==> config.mk <==
export PLATFORM = sky130hd
export DESIGN_NAME = attractor_orbit_step_top
export DESIGN_NICKNAME = d
export VERILOG_FILES = /design/src/hdl/aos_pkg.sv /design/src/hdl/attractor_orbit_step_top.sv /design/src/hdl/aos_ctrl.sv /design/src/hdl/aos_dp.sv
export SDC_FILE = /design/constraint.sdc
export NUM_CORES = 2
export LEC_CHECK = 0
export BUFFER_PORTS_ARGS = -buffer_cell sky130_fd_sc_hd__clkbuf_2
export CORE_ASPECT_RATIO = 0.5
export CORE_MARGIN = 2
export CORE_UTILIZATION = 35
export CTS_CLUSTER_DIAMETER = 50
export DETAILED_ROUTE_END_ITERATION = 12
export PLACE_DENSITY = 0.6
export SLEW_MARGIN = 20
export SYNTH_ARGS = -nofsm -noshare
export SYNTH_HDL_FRONTEND = slang
export SYNTH_SLANG_ARGS = --single-unit
==> constraint.sdc <==
create_clock -name clk_i -period 21.3 [get_ports clk_i]
set_input_delay 3.195 -clock clk_i [delete_from_list [all_inputs] [get_ports clk_i]]
set_output_delay 3.195 -clock clk_i [all_outputs]
set_load 0.03 [all_outputs]
==> src/hdl/aos_pkg.sv <==
// Shared types, constants and the step programs of the attractor orbit step block.
package aos_pkg;

  // Number format and unit sizes.
  localparam int FRAC_BITS  = 20;
  localparam int TRIG_STEPS = 24;
  localparam int WORD_W     = 32;
  localparam int ACC_W      = 36;
  localparam int CORDIC_W   = 34;
  localparam int Z_W        = 33;
  localparam int ATAN_W     = 30;
  localparam int K_W        = 5;
  localparam int PC_W       = 5;
  localparam int ESC_W      = 40;
  localparam int TRIG_SHIFT = 30 - FRAC_BITS;

  localparam logic signed [WORD_W-1:0] INV_TWO_PI   = 32'sd683565276;
  localparam logic signed [WORD_W-1:0] CORDIC_GAIN  = 32'sd652032874;
  localparam logic signed [WORD_W-1:0] POINT_RESET  = WORD_W'(((1 << FRAC_BITS) + 5) / 10);
  localparam logic signed [ESC_W-1:0]  ESC_LIMIT    = ESC_W'(100) << FRAC_BITS;

  // Reset values of the configuration registers.
  localparam logic signed [WORD_W-1:0] COEF_A_RESET = -32'sd1468006;
  localparam logic signed [WORD_W-1:0] COEF_B_RESET = 32'sd1677722;
  localparam logic signed [WORD_W-1:0] COEF_C_RESET = 32'sd1048576;
  localparam logic signed [WORD_W-1:0] COEF_D_RESET = 32'sd734003;
  localparam logic signed [WORD_W-1:0] OMEGA_RESET  = 32'sd1048576;
  localparam logic [WORD_W-2:0]        DT_RESET     = 31'd52429;

  // Item types.
  typedef struct packed {
    logic                     kind;
    logic signed [WORD_W-1:0] start_x;
    logic signed [WORD_W-1:0] start_y;
    logic signed [WORD_W-1:0] start_time;
  } in_item_t;

  typedef struct packed {
    logic signed [WORD_W-1:0] point_x;
    logic signed [WORD_W-1:0] point_y;
    logic                     escaped;
  } out_item_t;

  // Configuration register indexes.
  typedef enum logic [2:0] {
    CFG_MAP_MODE  = 3'd0,
    CFG_COEF_A    = 3'd1,
    CFG_COEF_B    = 3'd2,
    CFG_COEF_C    = 3'd3,
    CFG_COEF_D    = 3'd4,
    CFG_OMEGA     = 3'd5,
    CFG_TIME_STEP = 3'd6
  } cfg_idx_e;

  // Map selection codes.
  typedef enum logic [2:0] {
    MODE_CLIFFORD   = 3'd0,
    MODE_DE_JONG    = 3'd1,
    MODE_TINKERBELL = 3'd2,
    MODE_DUFFING    = 3'd3,
    MODE_SVENSSON   = 3'd4,
    MODE_BEDHEAD    = 3'd5
  } map_mode_e;

  // Step program instructions.
  typedef enum logic [2:0] {
    UOP_END  = 3'd0,
    UOP_MUL  = 3'd1,
    UOP_TRIG = 3'd2,
    UOP_CLR  = 3'd3,
    UOP_ADD  = 3'd4,
    UOP_SUB  = 3'd5,
    UOP_SAT  = 3'd6
  } uop_op_e;

  typedef enum logic [3:0] {
    SRC_X   = 4'd0,
    SRC_Y   = 4'd1,
    SRC_T   = 4'd2,
    SRC_A   = 4'd3,
    SRC_B   = 4'd4,
    SRC_C   = 4'd5,
    SRC_D   = 4'd6,
    SRC_W   = 4'd7,
    SRC_DT  = 4'd8,
    SRC_T0  = 4'd9,
    SRC_T1  = 4'd10,
    SRC_SIN = 4'd11,
    SRC_COS = 4'd12
  } src_e;

  typedef enum logic [2:0] {
    DST_T0 = 3'd0,
    DST_T1 = 3'd1,
    DST_NX = 3'd2,
    DST_NY = 3'd3,
    DST_NT = 3'd4
  } dst_e;

  typedef struct packed {
    uop_op_e op;
    src_e    src_a;
    src_e    src_b;
    dst_e    dst;
  } uop_t;

  // Datapath commands.
  typedef enum logic [3:0] {
    DP_NOP    = 4'd0,
    DP_LOAD   = 4'd1,
    DP_BEGIN  = 4'd2,
    DP_MULP   = 4'd3,
    DP_TRIGP  = 4'd4,
    DP_MULW   = 4'd5,
    DP_CLR    = 4'd6,
    DP_ADD    = 4'd7,
    DP_SUB    = 4'd8,
    DP_SAT    = 4'd9,
    DP_CINIT  = 4'd10,
    DP_CITER  = 4'd11,
    DP_CFIN   = 4'd12,
    DP_COMMIT = 4'd13
  } dp_op_e;

  typedef struct packed {
    dp_op_e         op;
    src_e           src_a;
    src_e           src_b;
    dst_e           dst;
    logic [K_W-1:0] k;
  } dp_cmd_t;

  typedef struct packed {
    logic [2:0] map_mode;
  } dp_status_t;

  // Saturate a wide value to one word.
  function automatic logic signed [WORD_W-1:0] sat_word(input logic signed [63:0] v);
    logic signed [63:0] hi;
    logic signed [63:0] lo;
    hi = 64'sd2147483647;
    lo = -64'sd2147483648;
    if (v > hi) begin
      sat_word = hi[WORD_W-1:0];
    end else if (v < lo) begin
      sat_word = lo[WORD_W-1:0];
    end else begin
      sat_word = v[WORD_W-1:0];
    end
  endfunction

  // Arctangent of 2^-k in binary angle units of 2^32 per turn.
  function automatic logic [ATAN_W-1:0] atan_turn(input logic [K_W-1:0] k);
    case (k)
      5'd0:  atan_turn = 30'h20000000;
      5'd1:  atan_turn = 30'h12E4051E;
      5'd2:  atan_turn = 30'h09FB385B;
      5'd3:  atan_turn = 30'h051111D4;
      5'd4:  atan_turn = 30'h028B0D43;
      5'd5:  atan_turn = 30'h0145D7E1;
      5'd6:  atan_turn = 30'h00A2F61E;
      5'd7:  atan_turn = 30'h00517C55;
      5'd8:  atan_turn = 30'h0028BE53;
      5'd9:  atan_turn = 30'h00145F2F;
      5'd10: atan_turn = 30'h000A2F98;
      5'd11: atan_turn = 30'h000517CC;
      5'd12: atan_turn = 30'h00028BE6;
      5'd13: atan_turn = 30'h000145F3;
      5'd14: atan_turn = 30'h0000A2FA;
      5'd15: atan_turn = 30'h0000517D;
      5'd16: atan_turn = 30'h000028BE;
      5'd17: atan_turn = 30'h0000145F;
      5'd18: atan_turn = 30'h00000A30;
      5'd19: atan_turn = 30'h00000518;
      5'd20: atan_turn = 30'h0000028C;
      5'd21: atan_turn = 30'h00000146;
      5'd22: atan_turn = 30'h000000A3;
      5'd23: atan_turn = 30'h00000051;
      5'd24: atan_turn = 30'h00000029;
      5'd25: atan_turn = 30'h00000014;
      5'd26: atan_turn = 30'h0000000A;
      5'd27: atan_turn = 30'h00000005;
      5'd28: atan_turn = 30'h00000003;
      5'd29: atan_turn = 30'h00000001;
      5'd30: atan_turn = 30'h00000001;
      default: atan_turn = 30'h00000000;
    endcase
  endfunction

  function automatic uop_t mk(input uop_op_e op, input src_e a, input src_e b,
                              input dst_e d);
    uop_t u;
    u.op    = op;
    u.src_a = a;
    u.src_b = b;
    u.dst   = d;
    mk = u;
  endfunction

  // Step programs, one per map. Unused modes run straight to the end.
  function automatic uop_t uop_fetch(input logic [2:0] mode, input logic [PC_W-1:0] pc);
    uop_t u;
    u = mk(UOP_END, SRC_X, SRC_X, DST_T0);
    case (mode)
      MODE_CLIFFORD: begin
        case (pc)
          5'd0:  u = mk(UOP_MUL,  SRC_A,   SRC_Y, DST_T0);
          5'd1:  u = mk(UOP_TRIG, SRC_T0,  SRC_X, DST_T0);
          5'd2:  u = mk(UOP_CLR,  SRC_X,   SRC_X, DST_T0);
          5'd3:  u = mk(UOP_ADD,  SRC_SIN, SRC_X, DST_T0);
          5'd4:  u = mk(UOP_MUL,  SRC_A,   SRC_X, DST_T0);
          5'd5:  u = mk(UOP_TRIG, SRC_T0,  SRC_X, DST_T0);
          5'd6:  u = mk(UOP_MUL,  SRC_C,   SRC_COS, DST_T0);
          5'd7:  u = mk(UOP_ADD,  SRC_T0,  SRC_X, DST_T0);
          5'd8:  u = mk(UOP_SAT,  SRC_X,   SRC_X, DST_NX);
          5'd9:  u = mk(UOP_MUL,  SRC_B,   SRC_X, DST_T0);
          5'd10: u = mk(UOP_TRIG, SRC_T0,  SRC_X, DST_T0);
          5'd11: u = mk(UOP_CLR,  SRC_X,   SRC_X, DST_T0);
          5'd12: u = mk(UOP_ADD,  SRC_SIN, SRC_X, DST_T0);
          5'd13: u = mk(UOP_MUL,  SRC_B,   SRC_Y, DST_T0);
          5'd14: u = mk(UOP_TRIG, SRC_T0,  SRC_X, DST_T0);
          5'd15: u = mk(UOP_MUL,  SRC_D,   SRC_COS, DST_T0);
          5'd16: u = mk(UOP_ADD,  SRC_T0,  SRC_X, DST_T0);
          5'd17: u = mk(UOP_SAT,  SRC_X,   SRC_X, DST_NY);
          default: u = mk(UOP_END, SRC_X, SRC_X, DST_T0);
        endcase
      end
      MODE_DE_JONG: begin
        case (pc)
          5'd0:  u = mk(UOP_MUL,  SRC_A,   SRC_Y, DST_T0);
          5'd1:  u = mk(UOP_TRIG, SRC_T0,  SRC_X, DST_T0);
          5'd2:  u = mk(UOP_CLR,  SRC_X,   SRC_X, DST_T0);
          5'd3:  u = mk(UOP_ADD,  SRC_SIN, SRC_X, DST_T0);
          5'd4:  u = mk(UOP_MUL,  SRC_B,   SRC_X, DST_T0);
          5'd5:  u = mk(UOP_TRIG, SRC_T0,  SRC_X, DST_T0);
          5'd6:  u = mk(UOP_SUB,  SRC_COS, SRC_X, DST_T0);
          5'd7:  u = mk(UOP_SAT,  SRC_X,   SRC_X, DST_NX);
          5'd8:  u = mk(UOP_MUL,  SRC_C,   SRC_X, DST_T0);
          5'd9:  u = mk(UOP_TRIG, SRC_T0,  SRC_X, DST_T0);
          5'd10: u = mk(UOP_CLR,  SRC_X,   SRC_X, DST_T0);
          5'd11: u = mk(UOP_ADD,  SRC_SIN, SRC_X, DST_T0);
          5'd12: u = mk(UOP_MUL,  SRC_D,   SRC_Y, DST_T0);
          5'd13: u = mk(UOP_TRIG, SRC_T0,  SRC_X, DST_T0);
          5'd14: u = mk(UOP_SUB,  SRC_COS, SRC_X, DST_T0);
          5'd15: u = mk(UOP_SAT,  SRC_X,   SRC_X, DST_NY);
          default: u = mk(UOP_END, SRC_X, SRC_X, DST_T0);
        endcase
      end
      MODE_TINKERBELL: begin
        case (pc)
          5'd0:  u = mk(UOP_CLR, SRC_X,  SRC_X, DST_T0);
          5'd1:  u = mk(UOP_MUL, SRC_X,  SRC_X, DST_T0);
          5'd2:  u = mk(UOP_ADD, SRC_T0, SRC_X, DST_T0);
          5'd3:  u = mk(UOP_MUL, SRC_Y,  SRC_Y, DST_T0);
          5'd4:  u = mk(UOP_SUB, SRC_T0, SRC_X, DST_T0);
          5'd5:  u = mk(UOP_MUL, SRC_A,  SRC_X, DST_T0);
          5'd6:  u = mk(UOP_ADD, SRC_T0, SRC_X, DST_T0);
          5'd7:  u = mk(UOP_MUL, SRC_B,  SRC_Y, DST_T0);
          5'd8:  u = mk(UOP_ADD, SRC_T0, SRC_X, DST_T0);
          5'd9:  u = mk(UOP_SAT, SRC_X,  SRC_X, DST_NX);
          5'd10: u = mk(UOP_CLR, SRC_X,  SRC_X, DST_T0);
          5'd11: u = mk(UOP_MUL, SRC_X,  SRC_Y, DST_T0);
          5'd12: u = mk(UOP_ADD, SRC_T0, SRC_X, DST_T0);
          5'd13: u = mk(UOP_ADD, SRC_T0, SRC_X, DST_T0);
          5'd14: u = mk(UOP_MUL, SRC_C,  SRC_X, DST_T0);
          5'd15: u = mk(UOP_ADD, SRC_T0, SRC_X, DST_T0);
          5'd16: u = mk(UOP_MUL, SRC_D,  SRC_Y, DST_T0);
          5'd17: u = mk(UOP_ADD, SRC_T0, SRC_X, DST_T0);
          5'd18: u = mk(UOP_SAT, SRC_X,  SRC_X, DST_NY);
          default: u = mk(UOP_END, SRC_X, SRC_X, DST_T0);
        endcase
      end
      MODE_DUFFING: begin
        case (pc)
          5'd0:  u = mk(UOP_CLR,  SRC_X,  SRC_X,   DST_T0);
          5'd1:  u = mk(UOP_MUL,  SRC_C,  SRC_Y,   DST_T0);
          5'd2:  u = mk(UOP_SUB,  SRC_T0, SRC_X,   DST_T0);
          5'd3:  u = mk(UOP_MUL,  SRC_A,  SRC_X,   DST_T0);
          5'd4:  u = mk(UOP_SUB,  SRC_T0, SRC_X,   DST_T0);
          5'd5:  u = mk(UOP_MUL,  SRC_X,  SRC_X,   DST_T0);
          5'd6:  u = mk(UOP_MUL,  SRC_T0, SRC_X,   DST_T0);
          5'd7:  u = mk(UOP_MUL,  SRC_B,  SRC_T0,  DST_T0);
          5'd8:  u = mk(UOP_SUB,  SRC_T0, SRC_X,   DST_T0);
          5'd9:  u = mk(UOP_MUL,  SRC_W,  SRC_T,   DST_T0);
          5'd10: u = mk(UOP_TRIG, SRC_T0, SRC_X,   DST_T0);
          5'd11: u = mk(UOP_MUL,  SRC_D,  SRC_COS, DST_T0);
          5'd12: u = mk(UOP_ADD,  SRC_T0, SRC_X,   DST_T0);
          5'd13: u = mk(UOP_SAT,  SRC_X,  SRC_X,   DST_T1);
          5'd14: u = mk(UOP_CLR,  SRC_X,  SRC_X,   DST_T0);
          5'd15: u = mk(UOP_MUL,  SRC_Y,  SRC_DT,  DST_T0);
          5'd16: u = mk(UOP_ADD,  SRC_T0, SRC_X,   DST_T0);
          5'd17: u = mk(UOP_ADD,  SRC_X,  SRC_X,   DST_T0);
          5'd18: u = mk(UOP_SAT,  SRC_X,  SRC_X,   DST_NX);
          5'd19: u = mk(UOP_CLR,  SRC_X,  SRC_X,   DST_T0);
          5'd20: u = mk(UOP_MUL,  SRC_T1, SRC_DT,  DST_T0);
          5'd21: u = mk(UOP_ADD,  SRC_T0, SRC_X,   DST_T0);
          5'd22: u = mk(UOP_ADD,  SRC_Y,  SRC_X,   DST_T0);
          5'd23: u = mk(UOP_SAT,  SRC_X,  SRC_X,   DST_NY);
          5'd24: u = mk(UOP_CLR,  SRC_X,  SRC_X,   DST_T0);
          5'd25: u = mk(UOP_ADD,  SRC_T,  SRC_X,   DST_T0);
          5'd26: u = mk(UOP_ADD,  SRC_DT, SRC_X,   DST_T0);
          5'd27: u = mk(UOP_SAT,  SRC_X,  SRC_X,   DST_NT);
          default: u = mk(UOP_END, SRC_X, SRC_X, DST_T0);
        endcase
      end
      MODE_SVENSSON: begin
        case (pc)
          5'd0:  u = mk(UOP_CLR,  SRC_X,   SRC_X,   DST_T0);
          5'd1:  u = mk(UOP_MUL,  SRC_A,   SRC_X,   DST_T0);
          5'd2:  u = mk(UOP_TRIG, SRC_T0,  SRC_X,   DST_T0);
          5'd3:  u = mk(UOP_MUL,  SRC_D,   SRC_SIN, DST_T1);
          5'd4:  u = mk(UOP_ADD,  SRC_T1,  SRC_X,   DST_T0);
          5'd5:  u = mk(UOP_MUL,  SRC_C,   SRC_COS, DST_T1);
          5'd6:  u = mk(UOP_MUL,  SRC_B,   SRC_Y,   DST_T0);
          5'd7:  u = mk(UOP_TRIG, SRC_T0,  SRC_X,   DST_T0);
          5'd8:  u = mk(UOP_SUB,  SRC_SIN, SRC_X,   DST_T0);
          5'd9:  u = mk(UOP_SAT,  SRC_X,   SRC_X,   DST_NX);
          5'd10: u = mk(UOP_CLR,  SRC_X,   SRC_X,   DST_T0);
          5'd11: u = mk(UOP_ADD,  SRC_T1,  SRC_X,   DST_T0);
          5'd12: u = mk(UOP_ADD,  SRC_COS, SRC_X,   DST_T0);
          5'd13: u = mk(UOP_SAT,  SRC_X,   SRC_X,   DST_NY);
          default: u = mk(UOP_END, SRC_X, SRC_X, DST_T0);
        endcase
      end
      MODE_BEDHEAD: begin
        case (pc)
          5'd0:  u = mk(UOP_MUL,  SRC_A,   SRC_X, DST_T0);
          5'd1:  u = mk(UOP_CLR,  SRC_X,   SRC_X, DST_T0);
          5'd2:  u = mk(UOP_ADD,  SRC_T0,  SRC_X, DST_T0);
          5'd3:  u = mk(UOP_SUB,  SRC_Y,   SRC_X, DST_T0);
          5'd4:  u = mk(UOP_SAT,  SRC_X,   SRC_X, DST_T1);
          5'd5:  u = mk(UOP_TRIG, SRC_T1,  SRC_X, DST_T0);
          5'd6:  u = mk(UOP_CLR,  SRC_X,   SRC_X, DST_T0);
          5'd7:  u = mk(UOP_ADD,  SRC_COS, SRC_X, DST_T0);
          5'd8:  u = mk(UOP_MUL,  SRC_X,   SRC_Y, DST_T0);
          5'd9:  u = mk(UOP_MUL,  SRC_T0,  SRC_B, DST_T0);
          5'd10: u = mk(UOP_TRIG, SRC_T0,  SRC_X, DST_T0);
          5'd11: u = mk(UOP_MUL,  SRC_SIN, SRC_Y, DST_T0);
          5'd12: u = mk(UOP_ADD,  SRC_T0,  SRC_X, DST_T0);
          5'd13: u = mk(UOP_SAT,  SRC_X,   SRC_X, DST_NX);
          5'd14: u = mk(UOP_CLR,  SRC_X,   SRC_X, DST_T0);
          5'd15: u = mk(UOP_ADD,  SRC_X,   SRC_X, DST_T0);
          5'd16: u = mk(UOP_TRIG, SRC_Y,   SRC_X, DST_T0);
          5'd17: u = mk(UOP_MUL,  SRC_SIN, SRC_B, DST_T0);
          5'd18: u = mk(UOP_ADD,  SRC_T0,  SRC_X, DST_T0);
          5'd19: u = mk(UOP_SAT,  SRC_X,   SRC_X, DST_NY);
          default: u = mk(UOP_END, SRC_X, SRC_X, DST_T0);
        endcase
      end
      default: u = mk(UOP_END, SRC_X, SRC_X, DST_T0);
    endcase
    uop_fetch = u;
  endfunction

endpackage

==> src/hdl/attractor_orbit_step_top.sv <==
// Top level of the attractor orbit step block.
// Usage:
// The block holds one orbit point, a time phase for the Duffing map and a
// sticky escape flag. Configuration writes on cfg_* (index, data) set the map
// mode and the coefficients; the port is always ready, and the user must write it
// only while no item is in progress; the block itself does not enforce this.
// An input item with kind set loads the start point and produces no result.
// An input item with kind clear runs one map step and produces one output
// item with the new point and the escape flag.
// A step runs its map's program one instruction after another: each multiply
// forms the product and then writes it back, each sine and cosine pair runs on
// the shared CORDIC unit (reduction, setup, 24 rotations and fold), and the step
// ends with a finish and a commit.
// One step is in flight at a time: the next item is accepted once the
// previous step has committed. A finished result waits in the output
// register; a stalled receiver holds only the commit of the following step.
// Reset restores the coefficient defaults, the start point 0.1, 0.1 and a
// clear escape flag, and drops any pending output.
module attractor_orbit_step_top (
  input  logic                        clk_i,
  input  logic                        rst_ni,
  input  logic                        in_valid_i,
  output logic                        in_ready_o,
  input  aos_pkg::in_item_t           in_item_i,
  output logic                        out_valid_o,
  input  logic                        out_ready_i,
  output aos_pkg::out_item_t          out_item_o,
  input  logic                        cfg_valid_i,
  output logic                        cfg_ready_o,
  input  logic [2:0]                  cfg_index_i,
  input  logic [aos_pkg::WORD_W-1:0]  cfg_data_i
);

  aos_pkg::dp_cmd_t    cmd;
  aos_pkg::dp_status_t status;

  // Sequencer.
  aos_ctrl u_ctrl (
    .clk_i       (clk_i),
    .rst_ni      (rst_ni),
    .in_valid_i  (in_valid_i),
    .in_kind_i   (in_item_i.kind),
    .in_ready_o  (in_ready_o),
    .out_valid_o (out_valid_o),
    .out_ready_i (out_ready_i),
    .status_i    (status),
    .cmd_o       (cmd)
  );

  // Arithmetic and state.
  aos_dp u_dp (
    .clk_i       (clk_i),
    .rst_ni      (rst_ni),
    .cfg_valid_i (cfg_valid_i),
    .cfg_ready_o (cfg_ready_o),
    .cfg_index_i (cfg_index_i),
    .cfg_data_i  (cfg_data_i),
    .in_item_i   (in_item_i),
    .cmd_i       (cmd),
    .status_o    (status),
    .out_item_o  (out_item_o)
  );

endmodule

==> src/hdl/aos_ctrl.sv <==
// Controller: handshakes, step program counter and datapath command sequencing.
module aos_ctrl (
  input  logic                 clk_i,
  input  logic                 rst_ni,
  input  logic                 in_valid_i,
  input  logic                 in_kind_i,
  output logic                 in_ready_o,
  output logic                 out_valid_o,
  input  logic                 out_ready_i,
  input  aos_pkg::dp_status_t  status_i,
  output aos_pkg::dp_cmd_t     cmd_o
);

  typedef enum logic [6:0] {
    ST_IDLE   = 7'b0000001,
    ST_FETCH  = 7'b0000010,
    ST_MULW   = 7'b0000100,
    ST_CINIT  = 7'b0001000,
    ST_CITER  = 7'b0010000,
    ST_CFIN   = 7'b0100000,
    ST_COMMIT = 7'b1000000
  } state_e;

  state_e                      state_q, state_d;
  logic [aos_pkg::PC_W-1:0]    pc_q, pc_d;
  logic [aos_pkg::K_W-1:0]     k_q, k_d;
  logic                        out_valid_q, out_valid_d;
  aos_pkg::uop_t               uop;

  // Current instruction of the running program.
  assign uop = aos_pkg::uop_fetch(status_i.map_mode, pc_q);

  // Next state and command decode.
  always_comb begin
    state_d     = state_q;
    pc_d        = pc_q;
    k_d         = k_q;
    out_valid_d = out_valid_q && !out_ready_i;
    in_ready_o  = 1'b0;
    cmd_o.op    = aos_pkg::DP_NOP;
    cmd_o.src_a = uop.src_a;
    cmd_o.src_b = uop.src_b;
    cmd_o.dst   = uop.dst;
    cmd_o.k     = k_q;
    case (state_q)
      ST_IDLE: begin
        in_ready_o = 1'b1;
        if (in_valid_i) begin
          if (in_kind_i) begin
            cmd_o.op = aos_pkg::DP_LOAD;
          end else begin
            cmd_o.op = aos_pkg::DP_BEGIN;
            pc_d     = '0;
            state_d  = ST_FETCH;
          end
        end
      end
      ST_FETCH: begin
        case (uop.op)
          aos_pkg::UOP_MUL: begin
            cmd_o.op = aos_pkg::DP_MULP;
            state_d  = ST_MULW;
          end
          aos_pkg::UOP_TRIG: begin
            cmd_o.op = aos_pkg::DP_TRIGP;
            state_d  = ST_CINIT;
          end
          aos_pkg::UOP_CLR: begin
            cmd_o.op = aos_pkg::DP_CLR;
            pc_d     = pc_q + 1'b1;
          end
          aos_pkg::UOP_ADD: begin
            cmd_o.op = aos_pkg::DP_ADD;
            pc_d     = pc_q + 1'b1;
          end
          aos_pkg::UOP_SUB: begin
            cmd_o.op = aos_pkg::DP_SUB;
            pc_d     = pc_q + 1'b1;
          end
          aos_pkg::UOP_SAT: begin
            cmd_o.op = aos_pkg::DP_SAT;
            pc_d     = pc_q + 1'b1;
          end
          default: begin
            state_d = ST_COMMIT;
          end
        endcase
      end
      ST_MULW: begin
        cmd_o.op = aos_pkg::DP_MULW;
        pc_d     = pc_q + 1'b1;
        state_d  = ST_FETCH;
      end
      ST_CINIT: begin
        cmd_o.op = aos_pkg::DP_CINIT;
        k_d      = '0;
        state_d  = ST_CITER;
      end
      ST_CITER: begin
        cmd_o.op = aos_pkg::DP_CITER;
        if (k_q == aos_pkg::K_W'(aos_pkg::TRIG_STEPS - 1)) begin
          state_d = ST_CFIN;
        end else begin
          k_d = k_q + 1'b1;
        end
      end
      ST_CFIN: begin
        cmd_o.op = aos_pkg::DP_CFIN;
        pc_d     = pc_q + 1'b1;
        state_d  = ST_FETCH;
      end
      ST_COMMIT: begin
        // Wait until the output register is free, then publish the point.
        if (!out_valid_q || out_ready_i) begin
          cmd_o.op    = aos_pkg::DP_COMMIT;
          out_valid_d = 1'b1;
          state_d     = ST_IDLE;
        end
      end
      default: begin
        state_d = ST_IDLE;
      end
    endcase
  end

  assign out_valid_o = out_valid_q;

  // Control registers.
  always_ff @(posedge clk_i or negedge rst_ni) begin
    if (!rst_ni) begin
      state_q     <= ST_IDLE;
      pc_q        <= '0;
      k_q         <= '0;
      out_valid_q <= 1'b0;
    end else begin
      state_q     <= state_d;
      pc_q        <= pc_d;
      k_q         <= k_d;
      out_valid_q <= out_valid_d;
    end
  end

endmodule

==> src/hdl/aos_dp.sv <==
// Datapath: configuration, orbit state, multiplier, accumulator and CORDIC unit.
module aos_dp (
  input  logic                        clk_i,
  input  logic                        rst_ni,
  input  logic                        cfg_valid_i,
  output logic                        cfg_ready_o,
  input  logic [2:0]                  cfg_index_i,
  input  logic [aos_pkg::WORD_W-1:0]  cfg_data_i,
  input  aos_pkg::in_item_t           in_item_i,
  input  aos_pkg::dp_cmd_t            cmd_i,
  output aos_pkg::dp_status_t         status_o,
  output aos_pkg::out_item_t          out_item_o
);

  localparam int W  = aos_pkg::WORD_W;
  localparam int CW = aos_pkg::CORDIC_W;
  localparam int ZW = aos_pkg::Z_W;

  // Configuration registers.
  logic [2:0]          mode_q;
  logic signed [W-1:0] coef_a_q, coef_b_q, coef_c_q, coef_d_q, omega_q;
  logic [W-2:0]        dt_q;

  // Orbit state.
  logic signed [W-1:0] x_q, y_q, t_q;
  logic                esc_q;

  // Working registers.
  logic signed [W-1:0]             t0_q, t1_q, nx_q, ny_q, nt_q, sin_q, cos_q;
  logic signed [aos_pkg::ACC_W-1:0] acc_q;
  logic signed [63:0]              prod_q;
  logic signed [ZW-1:0]            z_q;
  logic signed [CW-1:0]            cx_q, cy_q;
  logic [1:0]                      quad_q;
  aos_pkg::out_item_t              out_q;

  logic signed [W-1:0]  op_a, op_b, mul_b, mulw_res, sat_res, dt_word;
  logic signed [63:0]   prod_d;
  logic [W-1:0]         phase;
  logic signed [CW-1:0] dx, dy, fold_s, fold_c, sh_s, sh_c;
  logic signed [ZW-1:0] atan_z;
  logic signed [aos_pkg::ESC_W-1:0] nx_ext, ny_ext;
  logic                 esc_d;

  assign cfg_ready_o       = 1'b1;
  assign status_o.map_mode = mode_q;
  assign out_item_o        = out_q;
  assign dt_word           = W'({1'b0, dt_q});

  // Operand selection.
  always_comb begin
    case (cmd_i.src_a)
      aos_pkg::SRC_X:   op_a = x_q;
      aos_pkg::SRC_Y:   op_a = y_q;
      aos_pkg::SRC_T:   op_a = t_q;
      aos_pkg::SRC_A:   op_a = coef_a_q;
      aos_pkg::SRC_B:   op_a = coef_b_q;
      aos_pkg::SRC_C:   op_a = coef_c_q;
      aos_pkg::SRC_D:   op_a = coef_d_q;
      aos_pkg::SRC_W:   op_a = omega_q;
      aos_pkg::SRC_DT:  op_a = dt_word;
      aos_pkg::SRC_T0:  op_a = t0_q;
      aos_pkg::SRC_T1:  op_a = t1_q;
      aos_pkg::SRC_SIN: op_a = sin_q;
      aos_pkg::SRC_COS: op_a = cos_q;
      default:          op_a = '0;
    endcase
  end

  always_comb begin
    case (cmd_i.src_b)
      aos_pkg::SRC_X:   op_b = x_q;
      aos_pkg::SRC_Y:   op_b = y_q;
      aos_pkg::SRC_T:   op_b = t_q;
      aos_pkg::SRC_A:   op_b = coef_a_q;
      aos_pkg::SRC_B:   op_b = coef_b_q;
      aos_pkg::SRC_C:   op_b = coef_c_q;
      aos_pkg::SRC_D:   op_b = coef_d_q;
      aos_pkg::SRC_W:   op_b = omega_q;
      aos_pkg::SRC_DT:  op_b = dt_word;
      aos_pkg::SRC_T0:  op_b = t0_q;
      aos_pkg::SRC_T1:  op_b = t1_q;
      aos_pkg::SRC_SIN: op_b = sin_q;
      aos_pkg::SRC_COS: op_b = cos_q;
      default:          op_b = '0;
    endcase
  end

  // Shared multiplier; angle reduction multiplies by one over two pi.
  assign mul_b    = (cmd_i.op == aos_pkg::DP_TRIGP) ? aos_pkg::INV_TWO_PI : op_b;
  assign prod_d   = 64'(op_a) * 64'(mul_b);
  assign mulw_res = aos_pkg::sat_word(prod_q >>> aos_pkg::FRAC_BITS);
  assign sat_res  = aos_pkg::sat_word(64'(acc_q));

  // Angle in binary units: the quadrant goes apart, the rest feeds the CORDIC.
  assign phase = prod_q[aos_pkg::FRAC_BITS +: W];

  // One CORDIC rotation.
  assign dx     = cy_q >>> cmd_i.k;
  assign dy     = cx_q >>> cmd_i.k;
  assign atan_z = ZW'(aos_pkg::atan_turn(cmd_i.k));

  // Quadrant fold and scaling down to the word format.
  always_comb begin
    case (quad_q)
      2'd0: begin
        fold_c = cx_q;
        fold_s = cy_q;
      end
      2'd1: begin
        fold_c = -cy_q;
        fold_s = cx_q;
      end
      2'd2: begin
        fold_c = -cx_q;
        fold_s = -cy_q;
      end
      default: begin
        fold_c = cy_q;
        fold_s = -cx_q;
      end
    endcase
    sh_c = fold_c >>> aos_pkg::TRIG_SHIFT;
    sh_s = fold_s >>> aos_pkg::TRIG_SHIFT;
  end

  // Escape test on the point being committed.
  assign nx_ext = aos_pkg::ESC_W'(nx_q);
  assign ny_ext = aos_pkg::ESC_W'(ny_q);
  assign esc_d  = esc_q || (nx_ext > aos_pkg::ESC_LIMIT) || (nx_ext < -aos_pkg::ESC_LIMIT)
                  || (ny_ext > aos_pkg::ESC_LIMIT) || (ny_ext < -aos_pkg::ESC_LIMIT);

  // Configuration and orbit state.
  always_ff @(posedge clk_i or negedge rst_ni) begin
    if (!rst_ni) begin
      mode_q   <= aos_pkg::MODE_CLIFFORD;
      coef_a_q <= aos_pkg::COEF_A_RESET;
      coef_b_q <= aos_pkg::COEF_B_RESET;
      coef_c_q <= aos_pkg::COEF_C_RESET;
      coef_d_q <= aos_pkg::COEF_D_RESET;
      omega_q  <= aos_pkg::OMEGA_RESET;
      dt_q     <= aos_pkg::DT_RESET;
      x_q      <= aos_pkg::POINT_RESET;
      y_q      <= aos_pkg::POINT_RESET;
      t_q      <= '0;
      esc_q    <= 1'b0;
    end else begin
      if (cfg_valid_i) begin
        case (cfg_index_i)
          aos_pkg::CFG_MAP_MODE:  mode_q   <= cfg_data_i[2:0];
          aos_pkg::CFG_COEF_A:    coef_a_q <= cfg_data_i;
          aos_pkg::CFG_COEF_B:    coef_b_q <= cfg_data_i;
          aos_pkg::CFG_COEF_C:    coef_c_q <= cfg_data_i;
          aos_pkg::CFG_COEF_D:    coef_d_q <= cfg_data_i;
          aos_pkg::CFG_OMEGA:     omega_q  <= cfg_data_i;
          aos_pkg::CFG_TIME_STEP: dt_q     <= cfg_data_i[W-2:0];
          default: begin
          end
        endcase
      end
      if (cmd_i.op == aos_pkg::DP_LOAD) begin
        x_q   <= in_item_i.start_x;
        y_q   <= in_item_i.start_y;
        t_q   <= in_item_i.start_time;
        esc_q <= 1'b0;
      end else if (cmd_i.op == aos_pkg::DP_COMMIT) begin
        x_q   <= nx_q;
        y_q   <= ny_q;
        t_q   <= nt_q;
        esc_q <= esc_d;
      end
    end
  end

  // Working registers of the step.
  always_ff @(posedge clk_i) begin
    case (cmd_i.op)
      aos_pkg::DP_BEGIN: begin
        nx_q <= x_q;
        ny_q <= y_q;
        nt_q <= t_q;
      end
      aos_pkg::DP_MULP, aos_pkg::DP_TRIGP: begin
        prod_q <= prod_d;
      end
      aos_pkg::DP_MULW, aos_pkg::DP_SAT: begin
        case (cmd_i.dst)
          aos_pkg::DST_T0: t0_q <= (cmd_i.op == aos_pkg::DP_SAT) ? sat_res : mulw_res;
          aos_pkg::DST_T1: t1_q <= (cmd_i.op == aos_pkg::DP_SAT) ? sat_res : mulw_res;
          aos_pkg::DST_NX: nx_q <= (cmd_i.op == aos_pkg::DP_SAT) ? sat_res : mulw_res;
          aos_pkg::DST_NY: ny_q <= (cmd_i.op == aos_pkg::DP_SAT) ? sat_res : mulw_res;
          aos_pkg::DST_NT: nt_q <= (cmd_i.op == aos_pkg::DP_SAT) ? sat_res : mulw_res;
          default: begin
          end
        endcase
      end
      aos_pkg::DP_CLR: begin
        acc_q <= '0;
      end
      aos_pkg::DP_ADD: begin
        acc_q <= acc_q + aos_pkg::ACC_W'(op_a);
      end
      aos_pkg::DP_SUB: begin
        acc_q <= acc_q - aos_pkg::ACC_W'(op_a);
      end
      aos_pkg::DP_CINIT: begin
        quad_q <= phase[W-1:W-2];
        z_q    <= ZW'(phase[W-3:0]);
        cx_q   <= CW'(aos_pkg::CORDIC_GAIN);
        cy_q   <= '0;
      end
      aos_pkg::DP_CITER: begin
        if (!z_q[ZW-1]) begin
          cx_q <= cx_q - dx;
          cy_q <= cy_q + dy;
          z_q  <= z_q - atan_z;
        end else begin
          cx_q <= cx_q + dx;
          cy_q <= cy_q - dy;
          z_q  <= z_q + atan_z;
        end
      end
      aos_pkg::DP_CFIN: begin
        sin_q <= sh_s[W-1:0];
        cos_q <= sh_c[W-1:0];
      end
      aos_pkg::DP_COMMIT: begin
        out_q.point_x <= nx_q;
        out_q.point_y <= ny_q;
        out_q.escaped <= esc_d;
      end
      default: begin
      end
    endcase
  end

endmodule

==> metrics.md <==
| Metric | Value |
|---|---|
| Synthesized area | 85510 um^2 |
| Nets | 10710 |
| Asr flop ratio synth | 40.39% |
| Hold Path Depth | 2 |
| Top Ports | 205 |
| Antenna Nets Post-Route | 0 |
| CTS tree | built |
| Worst Hold Margin | 471.8 ps |
| H-Tree Level Count | 3 |
| Arrival @ worst endpoint | 14850 ps |
| Post-CTS setup buffers | 0 |
| Layout cells sized above 1 | 11.76% |
| Yosys top cell area share | 25.40% |
| Vias in the first global route | 71340 |
| Worst path required time | 21730 ps |
| Worst Tran Pin Value | 1297 ps |
| Distinct cell type count of the synthesized netlist | 102 |
| Clk slew on worst S/H paths | 70 ps |
| Post-CTS sizing | 0 |
| Sequential area share after synthesis | 25.16% |
| Synth Warn # | 0 |
| Clk buf depth | 3 |
| Initial core utilization | 35.17% |
| Yosys reg bits | 765 |
| R2R Path Start | u_ctrl.pc_q[0] |
| First-pass GRT wire length | 490.7 mm |
| # DRC | 0 |
| Critical Path Start | u_ctrl.pc_q[0] |
| Full die area | 248500 um^2 |
| Yosys top cell by area | fa_1 |
| Core Area | 243100 um^2 |
| Fin Clk Skew | 70.75 ps |
| CP endpoint kind | register |
| Largest net degree at the start of global routing | 86 |
| Final Max Tran Viols | 0 |
| Post-synth EDFFs | 456 |
| Synth top area cells | fa_1, edfxtp_1, dfrtp_1, nand2_1, inv_1 |
| Crit-path max cell delay | 1090 ps |
| Synthesized area per cell | 9.270 um^2 |
| Routed WL | 336.6 mm |
| CP max-delay cell | or4_2 |
| Most frequent cell after synthesis | nand2_1 |
| Clk root buf | clkbuf_16 |
| Worst Hold End | u_dp.t_q[18] |
| Outcome | finished clean |
| Sink Count | 765 |
| RSZ-0062 raised after global routing | false |
| Count of final setup violators | 0 |
| Total grt overflow | 0 |
| Max Freq | 0.06935 GHz |
| Hold Path Class | reg2reg |
| Most instantiated cells after synthesis | nand2_1, inv_1, fa_1 |
| Crit path kind | reg2reg |
| Vias per Instance | 5.834 |
| Area growth syn-to-layout | 9.695% |
| Max Fanout on Critical Path | 37 |
| Minimum clock period | 14420 ps |
| Worst skew pair latency | 750 ps |
| Buffers on Ports | 203 |
| Hold_buf cts | 0 |
| Max Cap Viol | 0 |
| Relative slew slack | 13.53% |
| Syn Nets | 10780 |
| Hold wc startpoint | u_dp.nt_q[18] |
| Initial antenna violation count | 39 |
| Dpl hpwl | 247.6 mm |
| Worst R2R Setup Slack | 6880 ps |
| Primary FF master, synth | edfxtp_1 |
| TritonCTS buffer count | 86 |
| Die outline height | 353.5 um |
| Initial DRC count | 10690 |
| RR Endpoint | u_dp.prod_q[63] |
| GRT Overall Usage | 26.70% |
| R2R depth | 42 |
| Hold Fails Final Rpt | 0 |
| Die width | 703.0 um |
| DR WL/cell | 26.90 um |
| DRT Pass-1 Iters | 10 |
| Via Count | 72990 |
| Rows | 128 |
| GP Congestion | 1.032 |
| Crit start category | register |
| Final period utilization | 67.70% |
| Crit path top cell by count | fa_1 |
| Setup tns final | 0 ps |
| Syn Inst Count | 9224 |
[registers in the layout, indices dropped and copies added (netlist names), 33 cells and up]
register         count
u_dp.out_item_o     65
u_dp.prod_q         44
u_dp.acc_q          36
u_dp.cx_q           34
u_dp.cy_q           34
u_dp.z_q            33
[cells in the final DEF, fill, tap and decap left out, types with 29 or more instances in the layout]
| master | count |
|---|---|
| nand2_1 | 1235 |
| inv_1 | 1195 |
| fa_1 | 1085 |
| nor2_1 | 923 |
| edfxtp_1 | 456 |
| a21oi_1 | 451 |
| ha_1 | 333 |
| o21ai_0 | 319 |
| dfrtp_1 | 231 |
| mux2_2 | 230 |
| clkbuf_2 | 202 |
| buf_4 | 200 |
| xnor2_1 | 185 |
| mux2i_1 | 128 |
| a222oi_1 | 123 |
| xor2_1 | 107 |
| nor3_1 | 102 |
| nand2b_1 | 100 |
| nand3_1 | 92 |
| a22oi_1 | 90 |
| clkbuf_16 | 88 |
| a211oi_1 | 79 |
| a21o_1 | 73 |
| dfstp_2 | 73 |
| nor2b_1 | 70 |
| a31oi_1 | 69 |
| and2_1 | 59 |
| and3_1 | 51 |
| a221oi_1 | 46 |
| or3_1 | 42 |
| mux4_2 | 39 |
| nand4_1 | 38 |
| o211ai_1 | 37 |
| or2_2 | 34 |
| o21a_1 | 33 |
| nor4_1 | 31 |
| o21bai_1 | 31 |
| diode_2 | 29 |
[metrics by stage]
stage          area [um^2]  cells  util (%)  setup slack, ps
2_1_floorplan        85510   9224         -             6038
3_3_place_gp         90620  12320     37.27             6769
3_5_place_dp         90630  12320     37.28             6703
4_1_cts              93710  12480     38.54             7158
5_1_grt              93760  12490     38.56             6281
6_report             93800  12510     38.58             6881
[final cells by class]
| cell class | count | area, um^2 |
|---|---|---|
| clock buffer | 109 | 2361 |
| timing repair buffer | 403 | 2527 |
| inverter | 1204 | 4522 |
| tap | 3250 | 4066 |
| multi-input combinational | 6698 | 58000 |
| fill | 24300 | 149300 |
| antenna | 29 | 72.57 |
| sequential | 765 | 21530 |
| clock inverter | 53 | 719.4 |
[routing by layer]
layer / global-route usage (%) / wire (um) / vias to the layer above
li1: - / - / 30780
met1: 36.59 / 135800 / 36650
met2: 37.33 / 135300 / 4625
met3: 11.03 / 49660 / 902
met4: 10.14 / 15310 / 29
met5: 0.4906 / 540 / -
[worst max-delay path by stage]
stage,to,cells past startpoint
after floorplan,u_dp.prod_q[59],41
after global placement,u_dp.prod_q[58],34
after detailed placement,u_dp.prod_q[58],34
after CTS,u_dp.prod_q[59],37
after global routing,u_dp.prod_q[59],37
final,u_dp.prod_q[63],42
[worst max-delay path, delay by kind of cell (launching register included)]
kind	cells	cell delay, ps
adders and majority gates	10	5640
AOI/OAI and AO/OA	13	2290
xor gates and xnor gates	1	80
DFF	1	680
and+or+nand+nor	9	3270
buffers and inverters	9	2100
[kinds of logic (layout without fill, tap and decap cells)]
kind of cell / Yosys count / in the layout / synth area share (%)
other: 1 / 30 / 0.004386
AO/OA/AOI/OAI: 1666 / 1666 / 13.10
XOR/XNOR: 292 / 292 / 2.991
flip-flops: 765 / 765 / 25.16
adder cells (fa/ha/maj): 1418 / 1418 / 30.27
buffers and inverters: 1761 / 1769 / 7.821
multiplexers: 400 / 400 / 5.647
AND/OR/NAND/NOR: 2921 / 2921 / 15.00
Power is not shown: default switching activity piles up to over one toggle a cycle in this logic, so the estimate is an artifact.
